$ cat src/sfr_pkg.sv
// shared types and constants for the serial frame receiver
// no dependencies

package sfr_pkg;

  localparam logic [7:0] HDR_FIRST      = 8'hFE;
  localparam logic [7:0] HDR_SECOND     = 8'h68;
  localparam logic [7:0] MAX_PAYLOAD_RST = 8'd128;
  localparam logic [7:0] HDR_SUM        = HDR_FIRST + HDR_SECOND;

  typedef enum logic {
    KIND_PAYLOAD   = 1'b0,
    KIND_FRAME_END = 1'b1
  } kind_t;

  typedef struct packed {
    kind_t      kind;
    logic [7:0] payload_byte;
    logic [7:0] payload_index;
    logic [7:0] source_address;
    logic [7:0] dest_address;
    logic [7:0] command_code;
    logic [7:0] payload_length;
    logic       checksum_ok;
  } result_t;

endpackage

$ cat src/serial_frame_receiver.sv
// serial frame receiver top level: config register, parser, result buffer
// depends on sfr_pkg, sfr_parser, sfr_skid

// Takes one received byte per request: the parser state and running checksum
// update in the cycle a byte is accepted, and any result lands in a two-entry
// output buffer, so a byte can be accepted every cycle while the buffer has
// room. Results are registered in the output buffer, behind any result still
// waiting there. Payload bytes give kind 0 results; the checksum byte
// gives a kind 1 result with checksum_ok. max_payload resets to 128 and may be
// written at any time through the cfg channel (always ready); it is used at the
// next length byte.

module serial_frame_receiver (
  input  logic       clk,
  input  logic       rst_n,
  input  logic       in_valid,
  output logic       in_ready,
  input  logic [7:0] in_rx_byte,
  input  logic       cfg_valid,
  output logic       cfg_ready,
  input  logic [7:0] cfg_max_payload,
  output logic       out_valid,
  input  logic       out_ready,
  output logic       out_kind,
  output logic [7:0] out_payload_byte,
  output logic [7:0] out_payload_index,
  output logic [7:0] out_source_address,
  output logic [7:0] out_dest_address,
  output logic [7:0] out_command_code,
  output logic [7:0] out_payload_length,
  output logic       out_checksum_ok
);
  import sfr_pkg::*;

  logic [7:0] max_payload_r;
  logic       accept;
  logic       res_valid;
  logic       full;
  result_t    res;
  result_t    out_data;

  assign cfg_ready = 1'b1;
  assign in_ready  = ~full;
  assign accept    = in_valid & in_ready;

  always_ff @(posedge clk) begin
    if (!rst_n) begin
      max_payload_r <= MAX_PAYLOAD_RST;
    end else if (cfg_valid && cfg_ready) begin
      max_payload_r <= cfg_max_payload;
    end
  end

  sfr_parser u_parser (
    .clk         (clk),
    .rst_n       (rst_n),
    .accept      (accept),
    .rx_byte     (in_rx_byte),
    .max_payload (max_payload_r),
    .res_valid   (res_valid),
    .res         (res)
  );

  sfr_skid u_skid (
    .clk       (clk),
    .rst_n     (rst_n),
    .push      (res_valid),
    .push_data (res),
    .full      (full),
    .out_valid (out_valid),
    .out_ready (out_ready),
    .out_data  (out_data)
  );

  assign out_kind           = out_data.kind;
  assign out_payload_byte   = out_data.payload_byte;
  assign out_payload_index  = out_data.payload_index;
  assign out_source_address = out_data.source_address;
  assign out_dest_address   = out_data.dest_address;
  assign out_command_code   = out_data.command_code;
  assign out_payload_length = out_data.payload_length;
  assign out_checksum_ok    = out_data.checksum_ok;

endmodule

$ cat src/sfr_parser.sv
// frame parser: header hunt, field capture, running checksum, result build
// depends on sfr_pkg

module sfr_parser (
  input  logic            clk,
  input  logic            rst_n,
  input  logic            accept,
  input  logic [7:0]      rx_byte,
  input  logic [7:0]      max_payload,
  output logic            res_valid,
  output sfr_pkg::result_t res
);
  import sfr_pkg::*;

  typedef enum logic [2:0] {
    PH_IDLE, PH_HEAD1, PH_HEAD2, PH_GOT_FROM,
    PH_GOT_TO, PH_GOT_CMD, PH_PAYLOAD, PH_CKSUM
  } phase_t;

  phase_t     phase_r, phase_nxt;
  logic [7:0] from_r, from_nxt;
  logic [7:0] to_r, to_nxt;
  logic [7:0] cmd_r, cmd_nxt;
  logic [7:0] len_r, len_nxt;
  logic [7:0] count_r, count_nxt;
  logic [7:0] sum_r, sum_nxt;
  logic [7:0] sum_add;
  logic [7:0] count_inc;
  logic       emit;

  assign sum_add   = sum_r + rx_byte;
  assign count_inc = count_r + 8'd1;

  always_comb begin
    phase_nxt = phase_r;
    from_nxt  = from_r;
    to_nxt    = to_r;
    cmd_nxt   = cmd_r;
    len_nxt   = len_r;
    count_nxt = count_r;
    sum_nxt   = sum_r;
    emit      = 1'b0;
    res       = '0;
    res.source_address = from_r;
    res.dest_address   = to_r;
    res.command_code   = cmd_r;
    res.payload_length = len_r;
    case (phase_r)
      PH_CKSUM: begin
        emit            = 1'b1;
        res.kind        = KIND_FRAME_END;
        res.checksum_ok = (sum_add == 8'd0);
        phase_nxt       = PH_IDLE;
      end
      PH_PAYLOAD: begin
        emit              = 1'b1;
        res.kind          = KIND_PAYLOAD;
        res.payload_byte  = rx_byte;
        res.payload_index = count_r;
        sum_nxt           = sum_add;
        count_nxt         = count_inc;
        if (count_inc >= len_r) begin
          phase_nxt = PH_CKSUM;
        end
      end
      PH_GOT_CMD: begin
        if (rx_byte <= max_payload) begin
          len_nxt   = rx_byte;
          count_nxt = 8'd0;
          sum_nxt   = sum_add;
          phase_nxt = (rx_byte == 8'd0) ? PH_CKSUM : PH_PAYLOAD;
        end
      end
      PH_GOT_TO: begin
        cmd_nxt   = rx_byte;
        sum_nxt   = sum_add;
        phase_nxt = PH_GOT_CMD;
      end
      PH_GOT_FROM: begin
        to_nxt    = rx_byte;
        sum_nxt   = sum_add;
        phase_nxt = PH_GOT_TO;
      end
      PH_HEAD2: begin
        from_nxt  = rx_byte;
        sum_nxt   = sum_add;
        phase_nxt = PH_GOT_FROM;
      end
      PH_HEAD1: begin
        if (rx_byte == HDR_SECOND) begin
          sum_nxt   = HDR_SUM;
          phase_nxt = PH_HEAD2;
        end else if (rx_byte == HDR_FIRST) begin
          phase_nxt = PH_HEAD1;
        end else begin
          phase_nxt = PH_IDLE;
        end
      end
      default: begin
        phase_nxt = (rx_byte == HDR_FIRST) ? PH_HEAD1 : PH_IDLE;
      end
    endcase
  end

  assign res_valid = accept & emit;

  always_ff @(posedge clk) begin
    if (!rst_n) begin
      phase_r <= PH_IDLE;
      from_r  <= 8'd0;
      to_r    <= 8'd0;
      cmd_r   <= 8'd0;
      len_r   <= 8'd0;
      count_r <= 8'd0;
      sum_r   <= 8'd0;
    end else if (accept) begin
      phase_r <= phase_nxt;
      from_r  <= from_nxt;
      to_r    <= to_nxt;
      cmd_r   <= cmd_nxt;
      len_r   <= len_nxt;
      count_r <= count_nxt;
      sum_r   <= sum_nxt;
    end
  end

endmodule

$ cat src/sfr_skid.sv
// two-entry result buffer between the parser and the output channel
// depends on sfr_pkg

module sfr_skid (
  input  logic             clk,
  input  logic             rst_n,
  input  logic             push,
  input  sfr_pkg::result_t push_data,
  output logic             full,
  output logic             out_valid,
  input  logic             out_ready,
  output sfr_pkg::result_t out_data
);
  import sfr_pkg::*;

  result_t    ent0_r, ent0_nxt;
  result_t    ent1_r, ent1_nxt;
  logic [1:0] cnt_r, cnt_nxt;
  logic       pop;

  assign pop       = out_ready & (cnt_r != 2'd0);
  assign full      = (cnt_r == 2'd2);
  assign out_valid = (cnt_r != 2'd0);
  assign out_data  = ent0_r;

  always_comb begin
    ent0_nxt = ent0_r;
    ent1_nxt = ent1_r;
    cnt_nxt  = cnt_r;
    case ({push, pop})
      2'b10: begin
        if (cnt_r == 2'd0) begin
          ent0_nxt = push_data;
        end else begin
          ent1_nxt = push_data;
        end
        cnt_nxt = cnt_r + 2'd1;
      end
      2'b01: begin
        ent0_nxt = ent1_r;
        cnt_nxt  = cnt_r - 2'd1;
      end
      2'b11: begin
        if (cnt_r == 2'd1) begin
          ent0_nxt = push_data;
        end else begin
          ent0_nxt = ent1_r;
          ent1_nxt = push_data;
        end
      end
      default: begin
        cnt_nxt = cnt_r;
      end
    endcase
  end

  always_ff @(posedge clk) begin
    if (!rst_n) begin
      cnt_r <= 2'd0;
    end else begin
      cnt_r <= cnt_nxt;
    end
  end

  always_ff @(posedge clk) begin
    ent0_r <= ent0_nxt;
    ent1_r <= ent1_nxt;
  end

endmodule

$ cat config.mk
export PLATFORM = sky130hd
export DESIGN_NAME = serial_frame_receiver
export DESIGN_NICKNAME = d
export VERILOG_FILES = /design/src/sfr_pkg.sv /design/src/serial_frame_receiver.sv /design/src/sfr_parser.sv /design/src/sfr_skid.sv
export SDC_FILE = /design/constraint.sdc
export NUM_CORES = 1
export LEC_CHECK = 0
export BUFFER_PORTS_ARGS = -buffer_cell sky130_fd_sc_hd__buf_2
export CORE_MARGIN = 5
export CORE_UTILIZATION = 59
export DETAILED_ROUTE_END_ITERATION = 7
export GPL_TIMING_DRIVEN = 1
export PLACE_DENSITY = 0.91
export SLEW_MARGIN = 0
export SYNTH_ARGS = -nofsm -noshare
export SYNTH_HDL_FRONTEND = slang
export SYNTH_SLANG_ARGS = --single-unit
$ cat constraint.sdc
create_clock -name clk -period 5.9 [get_ports clk]
set_input_delay 0.295 -clock clk [delete_from_list [all_inputs] [get_ports clk]]
set_output_delay 0.295 -clock clk [all_outputs]
set_load 0.02 [all_outputs]
======== Yosys cells after proc, flatten, opt, wreduce, memory -nomap -nowiden ========
Index checks and enable logic that the tools add are counted.
word-level totals
  register bits ........................... 161
  output and inout bits ................... 53
  logic and storage cells ................. 97
operators by class
  add/sub/neg operators ................... 4
  $lt $le $gt $ge ......................... 2
  equal/unequal tests ..................... 20
  mux-type cells .......................... 22
  bitwise logic cells ..................... 4
  reductions and logical operators ........ 20
operator list
  operator             count
  $mux 50              4
  $pmux 50 s3          1
  $pmux 50 s2          1
  $mux 8               3
  $pmux 8 s3           1
  $pmux 3 s7           1
  $logic_not 8->1      2
  $mux 16              1
  $pmux 8 s2           1
  $eq 3x3->1 const B   4
  $reduce_and 3->1     4
  $mux 3               3
  $add 8x1->8 const B  1
  $add 8x8->8          1
  $eq 8x7->1 const B   1
  $eq 8x8->1 const B   1
  $ge 8x8->1           1
  $le 8x8->1           1
  $ne 2x1->1 const B   4
  $reduce_and 2->1     4
  $reduce_bool 2->1    4
  $eq 2x2->1 const B   3
  $eq 3x2->1 const B   2
  $reduce_bool 3->1    2
  13 further kinds     21

======== Depth between registers and ports, before layout ========
Gate-level depths: netlist of the first run.
  word-level depth ........................ 7
  mapped depth ............................ 11
  mapped depth without buffers ............ 10

======== Cells and area by module ========
A second synthesis of the first run with hierarchy kept.
unflattened totals
  cells, all modules ...................... 751
  area total of the unflattened synthesis .. 8270.4 sq um
by module, submodules not included
  module                 times used  cells an instance  area each (sq um)  seq. area each (sq um)
  sfr_skid               1           352                4877.2             3042.9
  sfr_parser             1           370                3072.9             1021.0
  serial_frame_receiver  1           29                 320.3              160.2

======== Worst setup path before layout of the first run ========
Ideal clock, no wire load.
  path kind ............................... reg-to-reg
  from .................................... register u_skid.cnt_r[0]
  to ...................................... register u_skid.ent0_r (netlist bit u_skid.out_data[0]) (enable)
  data arrival time ....................... 4542 ps
  required time ........................... 5373 ps
  slack ................................... 831 ps
  stages on the path, launching flop included .. 7
  path buffers ............................ 1
  period minus slack after synthesis ...... 5069 ps
  path through ............................ dfxtp_1 inv_1 ha_1 nor2b_1 buf_2 nand3_1 o21ai_0
between the ends
  cells in the longest elaborated chain, start to end .. 7
  elaborated cells between the ends (all ways) .. 13
  classes of those cells .................. eq/ne: 5; bitwise: 4; reduce/logical: 4
RTL lines
  item                                                       RTL line                     text
  from (decl)                                                sfr_skid.sv:18               logic [1:0] cnt_r, cnt_nxt;
  from (signal assigned)                                     sfr_skid.sv:61               cnt_r <= cnt_nxt;
  $eq 2x2->1                                                 sfr_skid.sv:22               assign full = (cnt_r == 2'd2);
  $not 1->1                                                  serial_frame_receiver.sv:43  assign in_ready = ~full;
  $and 1x1->1                                                serial_frame_receiver.sv:44  assign accept = in_valid & in_ready;
  $and 1x1->1                                                sfr_parser.sv:105            assign res_valid = accept & emit;
  $eq 2x2->1 or $eq 2x1->1 (tied branches)                   sfr_skid.sv:30               case ({push, pop})
  $ne 2x1->1 (no line) or $reduce_bool 3->1 (tied branches)  -
  $reduce_and 2->1 (no line) (*)                             -
  to (signal assigned)                                       sfr_skid.sv:66               ent0_r <= ent0_nxt;
  to (decl)                                                  sfr_skid.sv:16               result_t ent0_r, ent0_nxt;
Every way passes the cells marked *; elsewhere a longest branch is shown, timed or not.
A chain may end at the register's enable or synchronous reset.

======== Worst setup path in the final report of the first run ========
  from .................................... register u_skid.cnt_r[0]
  to ...................................... register u_skid.ent1_r[14] in the netlist's numbering (enable)
between the ends
  cells in the longest elaborated chain, start to end .. 7
  elaborated cells between the ends (all ways) .. 14
  classes of those cells .................. eq/ne: 6; bitwise: 4; reduce/logical: 4
RTL lines
  item                                                       RTL line                     text
  $eq 2x2->1                                                 sfr_skid.sv:22
  $not 1->1                                                  serial_frame_receiver.sv:43
  $and 1x1->1                                                serial_frame_receiver.sv:44
  $and 1x1->1                                                sfr_parser.sv:105
  $eq 2x2->1                                                 sfr_skid.sv:30
  $ne 2x2->1 (no line) or $reduce_bool 2->1 (tied branches)  -
  $reduce_and 3->1 (no line) (*)                             -
  to (signal assigned)                                       sfr_skid.sv:67               ent1_r <= ent1_nxt;
  to (decl)                                                  sfr_skid.sv:17               result_t ent1_r, ent1_nxt;
Marked as above.

==> run summary, run 1 <==
Post-synth net total -> 637
DIE AREA -> 14400 µm²
Initial core utilization -> 59.8%
Reg area -> 4220 µm²
CP startpoint kind -> flip-flop
Worst-Margin Slew -> 1230 ps
Number of vias per cell -> 6.17
Slew headroom -> 18.0%
Met1 Usage GRT -> 27.4%
Leak pwr -> 2.92 nW
CTS buffer count -> 17
Max cap viols -> 0
Ports -> 74
Yosys top cell by area -> edfxtp_1
Synth async-reset ratio -> 0%
Die W -> 120 µm
Crit Reg-Reg Endpoint -> u_skid.ent1_r[14]
Num rows -> 40
Initial antenna violation count -> 0
Yosys warnings -> 0
Max Slew Vio Count -> 0
Yosys top cell area share -> 42.0%
Fraction of layout cells with a size suffix above 1 -> 19.0%
First-pass GRT wire length -> 26000 µm
Core area -> 12000 µm²
Synth area leaders -> edfxtp_1 (42%), dfxtp_1 (17%), a22o_1 (6.0%), mux2i_1 (5.3%), ha_1 (5.2%)
F_max -> 289 MHz
Port Buffer Count -> 72
Setup Crit Path Kind -> flip-flop to flip-flop
CP arrival -> 3540 ps
DRT iter0 DRCs -> 560
Number of synthesized flops with an enable pin -> 100
Worst hold stages -> 3
Tmin final -> 3460 ps
Number of diodes -> 0
Clk pwr share -> 46.9%
Pre-Repair DR Iteration Count -> 5
Chip height -> 120 µm
Multi-input gate area -> 2720 µm²
Inst Count DP -> 774
Hold EP -> max_payload_r[7]
Hold Vio Cnt, Final -> 0
# setup viols final -> 0
Most Crowded Layer GR -> met2
Peak VDD IR -> 0.174 mV
Most common cell in the netlist -> edfxtp_1
Placer Congestion -> 0.882
Pwr dens -> 290 nW/µm²
Synth Flop Type -> edfxtp_1
Fillers -> 789
GR Util All Layers -> 23.2%
GRT Residual Overflow -> 0
Number of gates resized after cts -> 0
Psw -> 483 µW
TritonCTS clock tree -> yes
Clock Sinks -> 161
Hold WC Path Type -> primary input to flip-flop
Nets -> 698
Pin count of the biggest net entering global routing -> 82
Final cell count without fillers -> 806
Post-synthesis sequential area ratio -> 59.1%
H-tree levels -> 4
Setup TNS -> 0 ps
Reg power frac -> 49.8%
RSZ-0062 raised after global routing -> no
Status -> completed
Seq cells post-synth -> 161
Post-Syn Area -> 7150 µm²
Cells on worst reg2reg path -> 9
Worst R2R Start -> u_skid.cnt_r[0]
Worst slack at placement -> 2480 ps
Vias -> 4975
Clk_skew -> 8.54 ps
Total wire length -> 16200 µm
WP data required -> 5980 ps
Grt met2 use -> 39.1%
Hold wc startpoint -> cfg_max_payload[7]
R2r setup slk -> 2440 ps
Avg Inst Size Synth -> 12.2 µm²
Vias in the first global route -> 5105
Postcts setup bufs -> 0
Max Root-Sink Buffers -> 2
Area growth syn-to-layout -> 14.8%
Fin crit share -> 58.6%
Sw Ratio -> 20.3%
GRT met3 Usage -> 6.55%
Antenna viol nets, final -> 0
CP Max Fanout -> 32
Unique masters post-synth -> 56
Comb pwr share -> 3.3%
Final worst setup slack -> 2440 ps
Clock slew at reported path FFs -> 60 ps
Drt wl/cell -> 20.1 µm
Most frequent cells after synthesis -> edfxtp_1 (100), dfxtp_1 (61), a22o_1 (49), mux2i_1 (38), nand2_1 (36)
Critical Path End Type -> flip-flop
Clk_lat worst skew -> 430 ps
Post-CTS Hold Fix Bufs -> 0
CTS Root Cell -> clkbuf_16
DRC viols -> 0
P_int -> 1.90 mW
Syn Inst Count -> 585
Post-DP HPWL -> 10200 µm
[kinds of logic (layout without fill, tap and decap cells)]
kind of cell | count (synthesis) | count (layout) | share of synthesized area, %
AO/OA/AOI/OAI | 120 | 120 | 12.3
XOR/XNOR | 15 | 15 | 1.84
adder cells (fa/ha/maj) | 31 | 31 | 5.53
buffers and inverters | 59 | 133 | 3.48
flip-flops | 161 | 161 | 59.1
multiplexers | 38 | 38 | 5.32
other | 1 | 1 | 0.0524
AND/OR/NAND/NOR | 160 | 160 | 12.4
[layer usage]
layer  wire (µm)  vias to the layer above  share of wire (%)
met2        8020                      275                 50
li1            -                     2261                  -
met5           0                        -                  0
met1        6250                     2376                 39
met3        1330                       63                8.2
met4         599                        0                3.7
[power by group through the flow]
stage / logic [mW] / clock network [mW] / registers (mW)
after global routing: 0.0838 / 1.18 / 1.19
final: 0.0776 / 1.12 / 1.19
after detailed placement: 0.0761 / 0 / 1.21
after CTS: 0.0767 / 1.13 / 1.19
after floorplan: 0.0490 / 0 / 1.21
after global placement: 0.0697 / 0 / 1.21
[layout make-up]
type | instances | area share [%]
clock inverter | 9 | 1.62
sequential | 161 | 51.4
timing repair buffer | 76 | 4.75
multi-input combinational | 365 | 33.1
tap | 147 | 2.24
inverter | 25 | 1.14
clock buffer | 23 | 5.70
[per-stage QoR]
step                      area, µm²  util (%)  total power [mW]  hold slack (ps)
after CTS                      8210      68.6              2.39              106
final                          8210      68.6              2.38              115
after global routing           8210      68.6              2.45              113
after floorplan                7150         -              1.26              425
after detailed placement       7610      63.6              1.29              452
after global placement         7610      63.6              1.28              441
[state kept, by name, summed over array words and instances (netlist names)]
name,count
u_skid.out_data,50
max_payload_r,8
u_skid.cnt_r,2
u_parser.from_r,8
u_parser.count_r,8
u_skid.ent1_r,50
u_parser.len_r,8
u_parser.to_r,8
u_parser.phase_r,3
u_parser.cmd_r,8
u_parser.sum_r,8
[worst max-delay path, cell delays in order (launching register included)]
cell and delay [ps]:
dfxtp_1 360, inv_1 90, ha_1 230, nor2b_1 430, nand3_1 290, inv_1 160, ha_1 280, o21ai_0 210
a21oi_4 560, buf_4 490
[placed cells by master, fill, tap and decap left out, types with 3 or more instances in the layout]
cell type,count
a211oi_2,3
a21o_1,3
a21oi_1,14
a22o_1,49
a31oi_1,5
and2_1,17
buf_2,72
buf_4,4
bufinv_16,3
clkbuf_1,4
clkbuf_16,17
dfxtp_1,61
edfxtp_1,100
ha_1,30
inv_1,24
mux2i_1,38
nand2_1,36
nand2b_1,4
nand3_1,23
nand3b_1,3
nand4_1,5
nor2_1,18
nor2_2,3
nor2b_1,33
nor3_1,4
o21ai_0,14
o21ai_1,12
o22ai_1,4
xnor2_1,10
xor2_1,5
[worst max-delay path by stage]
stage               startpoint                  to  slack (ps)  depth (start not counted)
2_1_floorplan  u_skid.cnt_r[0]  u_skid.out_data[0]         830                          6
6_report       u_skid.cnt_r[0]   u_skid.ent1_r[14]        2440                          9
3_5_place_dp   u_skid.cnt_r[0]   u_skid.ent1_r[38]        2480                          9
4_1_cts        u_skid.cnt_r[0]   u_skid.ent1_r[42]        2460                          9
3_3_place_gp   u_skid.cnt_r[0]   u_skid.ent1_r[34]        2730                          9
5_1_grt        u_skid.cnt_r[0]   u_skid.ent1_r[40]        2270                          9
Power figures use the tool's default switching activity.
==> run 2: changes to the inputs <==
CORE_UTILIZATION = 53   (was 59)
PLACE_DENSITY = 0.87   (was 0.91)
clock period = 2.9 ns   (was 5.9 ns; I/O delays follow)
==> run 2 against run 1 <==
Compared with the run above:
- first-iteration DRC count fell by 29%
- routed wire length fell by 3.2%
- hold slack got worse by 52 ps
- clock skew rose by 0.84 ps
- cell area rose by 1.5%
- sequential share of layout area fell by 0.77 points
- sequential power rose by 100%
- sequential cell count did not move
- largest power group unchanged
==> run summary, run 2 (synthesis results as in run 1) <==
Status -> completed
CTS Root Cell -> clkbuf_16
Max stage delay on crit path -> 580 ps
DIE AREA -> 15900 µm²
Core area -> 13200 µm²
Met3 WL -> 1300 µm
Pin count of the biggest net entering global routing -> 42
First-pass GRT wire length -> 24700 µm
DRC viols -> 0
# setup viols final -> 0
Total wire length -> 15700 µm
CTS buffer count -> 17
Crit-path cells -> inv_1 -> ha_1 -> nor2b_1 -> nand3_1 -> inv_1 -> ha_1 -> a21oi_2 -> nor2_4 -> a22o_1
Clock slew at reported path FFs -> 60 ps
Hold WC Path Type -> primary input to flip-flop
Chip height -> 126 µm
Vias in the first global route -> 4824
Fraction of layout cells with a size suffix above 1 -> 19.9%
Antenna viol nets, final -> 0
Fillers -> 1043
Pre-Repair DR Iteration Count -> 5
Clk_skew -> 9.38 ps
Number of diodes -> 0
Num rows -> 42
Commonest non-fill, non-tap cell in the layout -> edfxtp_1
Ports -> 74
Design Area, Final -> 8340 µm²
Clk_lat worst skew -> 430 ps
Vias -> 4892
H-tree levels -> 4
DRT iter0 DRCs -> 400
Critical Path End Type -> flip-flop
Top Metal Used -> met4
GRT Residual Overflow -> 0
Max cap viols -> 0
Commonest non-fill, non-tap cells in the layout -> edfxtp_1 (100), buf_2 (72), dfxtp_1 (61)
Worst-Margin Slew -> 771 ps
Number of vias per cell -> 5.75
Setup Crit Path Kind -> flip-flop to flip-flop
RSZ-0062 raised after global routing -> no
Peak VDD IR -> 0.442 mV
Leak pwr -> 2.97 nW
Slowest CP cell -> nor2_4
Tmin final -> 2690 ps
CP arrival -> 2980 ps
Clock Sinks -> 161
Max Slew Vio Count -> 0
Drt wl/cell -> 18.4 µm
Area growth syn-to-layout -> 16.6%
WP data required -> 3190 ps
Postcts setup bufs -> 0
CP startpoint kind -> flip-flop
Met2 routed WL -> 7700 µm
Max Root-Sink Buffers -> 2
Placer Congestion -> 0.829
GR Util All Layers -> 19.9%
M1 wire length -> 6310 µm
Initial core utilization -> 54.0%
TritonCTS clock tree -> yes
Fin crit share -> 92.8%
Post-DP Area -> 7690 µm²
F_max -> 372 MHz
Post-DP HPWL -> 10100 µm
Slew headroom -> 48.2%
Final Power -> 4.62 mW
Die W -> 126 µm
Port Buffer Count -> 72
Nets -> 714
Pwr dens -> 555 nW/µm²
Initial antenna violation count -> 0
CP Max Fanout -> 25
Hold Vio Cnt, Final -> 0
## run 2: changes by cell type in the layout (fill, tap and decap cells not counted)
| cell | change |
|---|---|
| buf_4 | +7 |
| bufinv_16 | -3 |
| clkbuf_1 | -1 |
| clkbuf_16 | +1 |
| clkinv_2 | +3 |
| clkinv_4 | -1 |
| clkinvlp_4 | +1 |
| dlygate4sd3_1 | +8 |
| nor2_4 | +1 |
## run 2: final cells by class
cell class | count | area, µm² | area share, %
Clock buffer | 23 | 489 | 5.87
Timing Repair Buffer | 91 | 523 | 6.27
Clock inverter | 9 | 56.3 | 0.675
Inverter | 25 | 93.8 | 1.13
Sequential cell | 161 | 4220 | 50.7
Tap cell | 176 | 220 | 2.64
Multi-Input combinational cell | 366 | 2730 | 32.7
## run 2: critical path: cells and delay by family, from the launching register on
family / cells / cell delay, ps
and+or+nand+nor: 3 / 970
adders and majority gates: 2 / 520
AOI/OAI and AO/OA: 2 / 450
DFF: 1 / 370
buffers and inverters: 2 / 230
## run 2: report_power, final
part	total [mW]	internal, mW	switching [mW]
Clock	2.05	1.18	0.865
Combinational	0.161	0.0604	0.100
Sequential	2.41	2.41	0.00360
## run 2: repair_timing
item | in CTS | in global routing
gates cloned | 1 | 0
hold endpoints to repair | 8 | 0
endpoints found under the setup margin | 27 | 24
hold buffers | 8 | 0
resized for setup | 1 | 1
## run 2: routing by layer
metal  vias to the layer above  GRT usage (%)
li1                       2294              -
met1                      2350           24.8
met2                       216           32.5
met3                        32           6.44
met4                         0           7.13
met5                         -              0
## run 2: worst paths after layout
kind,end,from,cells after the start,slack (ps)
setup / recovery,u_skid.out_data[44],u_skid.cnt_r[0],9,210
hold / removal,u_parser.len_r[0],in_rx_byte[0],3,60
setup reg to reg,u_skid.out_data[44],u_skid.cnt_r[0],9,210
hold reg to reg,u_parser.sum_r[4],u_parser.sum_r[4],2,460
## run 2: metrics by stage
step	TNS [ps]	util (%)	hold slack (ps)	std cells	setup WS (ps)
2_1_floorplan	0	-	275	585	123
3_3_place_gp	0	58.1	372	810	207
3_5_place_dp	-103	58.1	391	810	-27.1
4_1_cts	0	62.9	41.3	851	87.9
5_1_grt	0	62.9	45.7	851	78.7
6_report	0	62.9	62.9	851	209
==> run 3: changes to the inputs <==
CORE_ASPECT_RATIO = 0.75   (was default)
CORE_UTILIZATION = 63   (was 53)
PLACE_DENSITY = 0.95   (was 0.87)
clock period = 3.2 ns   (was 2.9 ns; I/O delays follow)
==> run 3 against run 2 <==
Compared with the run above:
- highest routed layer unchanged
- routed wire length increased by 4.8%
- clock power down 6%
- critical path type unchanged
- die area fell by 15%
- largest power group unchanged
- register-to-register slack gained 210 ps
- critical endpoint is now u_skid.out_data[43]
- setup slack improved by 210 ps
==> run summary, run 3 (synthesis results as in run 1) <==
Status -> completed
TritonCTS clock tree -> yes
Number of diodes -> 0
Hold WC Path Type -> primary input to flip-flop
DRT iter0 DRCs -> 542
Fillers -> 666
Tmin final -> 2780 ps
CTS buffer count -> 17
Setup Crit Path Kind -> flip-flop to flip-flop
Num rows -> 33
Worst hold stages -> 3
Pin count of the biggest net entering global routing -> 47
DRC viols -> 0
Peak VDD IR -> 0.446 mV
CP Max Fanout -> 30
DIE AREA -> 13600 µm²
F_max -> 360 MHz
Nets -> 708
Clk_lat worst skew -> 430 ps
CTS Root Cell -> clkbuf_16
Area growth syn-to-layout -> 15.7%
H-tree levels -> 4
Clk_skew -> 16.5 ps
Max stage delay on crit path -> 500 ps
Crit Reg-Reg Endpoint -> u_skid.out_data[43]
Port Buffer Count -> 72
Commonest non-fill, non-tap cell in the layout -> edfxtp_1
Reg area -> 4220 µm²
Post-CTS Hold Fix Bufs -> 5
Initial core utilization -> 64.9%
Buf+Inv Stages, Crit Path -> 4
R2r setup slk -> 420 ps
Pwr dens -> 516 nW/µm²
Multi-input gate area -> 2710 µm²
Die W -> 133 µm
Vias -> 4944
Slew headroom -> 44.9%
Crit-path cells -> inv_1 -> ha_1 -> nor2b_1 -> buf_4 -> nand3_1 -> inv_1 -> ha_1 -> a21oi_1 -> nor2_4 -> buf_12 -> a22o_1
CP startpoint kind -> flip-flop
Hold wc startpoint -> cfg_max_payload[2]
Drt wl/cell -> 20.3 µm
Leak pwr -> 2.95 nW
Top delay family on crit path -> simple AND/OR/NAND/NOR gates
GRT Residual Overflow -> 0
Post-DP Area -> 7660 µm²
Number of vias per cell -> 6.11
RSZ-0062 raised after global routing -> no
Max cap viols -> 0
Pre-Repair DR Iteration Count -> 6
Chip height -> 102 µm
Hold Vio Cnt, Final -> 0
Antenna viol nets, final -> 0
# setup viols final -> 0
Vias in the first global route -> 5040
Commonest non-fill, non-tap cells in the layout -> edfxtp_1 (100), buf_2 (72), dfxtp_1 (61)
Clock slew at reported path FFs -> 60 ps
First-pass GRT wire length -> 26400 µm
WP data required -> 3480 ps
Core area -> 11000 µm²
Placer Congestion -> 0.892
Final Core Density -> 75.0%
Fraction of layout cells with a size suffix above 1 -> 19.7%
Cells on worst reg2reg path -> 11
Setup TNS -> 0 ps
Total wire length -> 16400 µm
Number of gates resized after cts -> 0
Initial antenna violation count -> 0
Post-DP HPWL -> 10400 µm
GR Util All Layers -> 25.0%
Design Area, Final -> 8270 µm²
Final Hold Slack -> 25.9 ps
Max Root-Sink Buffers -> 2
Postcts setup bufs -> 0
Clock Sinks -> 161
Critical Path End Type -> flip-flop
Ports -> 74
Fin crit share -> 86.9%
Max Slew Vio Count -> 0
CP arrival -> 3070 ps
Slowest CP cell -> nor2_4
Worst R2R Start -> u_skid.cnt_r[0]
Hold EP -> max_payload_r[2]
Worst-Margin Slew -> 821 ps
run 3: worst reg2reg max path: cells and delay by family, from the launching register on:
| kind | cells | cell delay, ps |
|---|---|---|
| flip-flops | 1 | 370 |
| adder cells (fa/ha/maj) | 2 | 500 |
| AO/OA/AOI/OAI | 2 | 340 |
| buffers and inverters | 4 | 650 |
| AND/OR/NAND/NOR | 3 | 780 |
run 3: final cells by class:
| class | count | area share [%] |
|---|---|---|
| clock buffer | 18 | 5.19 |
| clock inverter | 14 | 1.60 |
| inverter | 25 | 1.13 |
| multi-input combinational | 365 | 32.8 |
| sequential | 161 | 51.1 |
| tap | 140 | 2.12 |
| timing repair buffer | 86 | 6.08 |
run 3: worst max-delay path by stage:
stage	from	slack, ps	depth (start not counted)	endpoint
6_report	u_skid.cnt_r[0]	420	11	u_skid.out_data[43]
5_1_grt	u_skid.cnt_r[0]	240	11	u_skid.out_data[43]
4_1_cts	u_skid.cnt_r[0]	440	11	u_skid.out_data[43]
3_5_place_dp	u_skid.cnt_r[0]	480	11	u_skid.out_data[38]
3_3_place_gp	u_skid.cnt_r[0]	670	11	u_skid.out_data[47]
2_1_floorplan	u_skid.cnt_r[0]	420	9	u_skid.ent1_r[0]
run 3: report_power, final:
part	internal [mW]	switching (mW)
Combinational	0.0528	0.0936
Sequential	2.18	0.00352
Clock	1.08	0.853
Total	3.32	0.950
run 3: routing by layer:
| layer | up-vias | routed length, µm | GRT usage [%] |
|---|---|---|---|
| li1 | 2283 | - | - |
| met1 | 2364 | 6660 | 31.3 |
| met2 | 245 | 8130 | 42.6 |
| met3 | 52 | 1250 | 5.95 |
| met4 | 0 | 399 | 9.98 |
| met5 | - | 0 | 0 |
run 3: through the flow:
stage                     setup WS [ps]  power, mW  std cells
after floorplan                     423       2.32        585
after global placement              668       2.36        772
after detailed placement            483       2.37        772
after CTS                           437       4.28        809
after global routing                237       4.39        809
final                               419       4.27        809
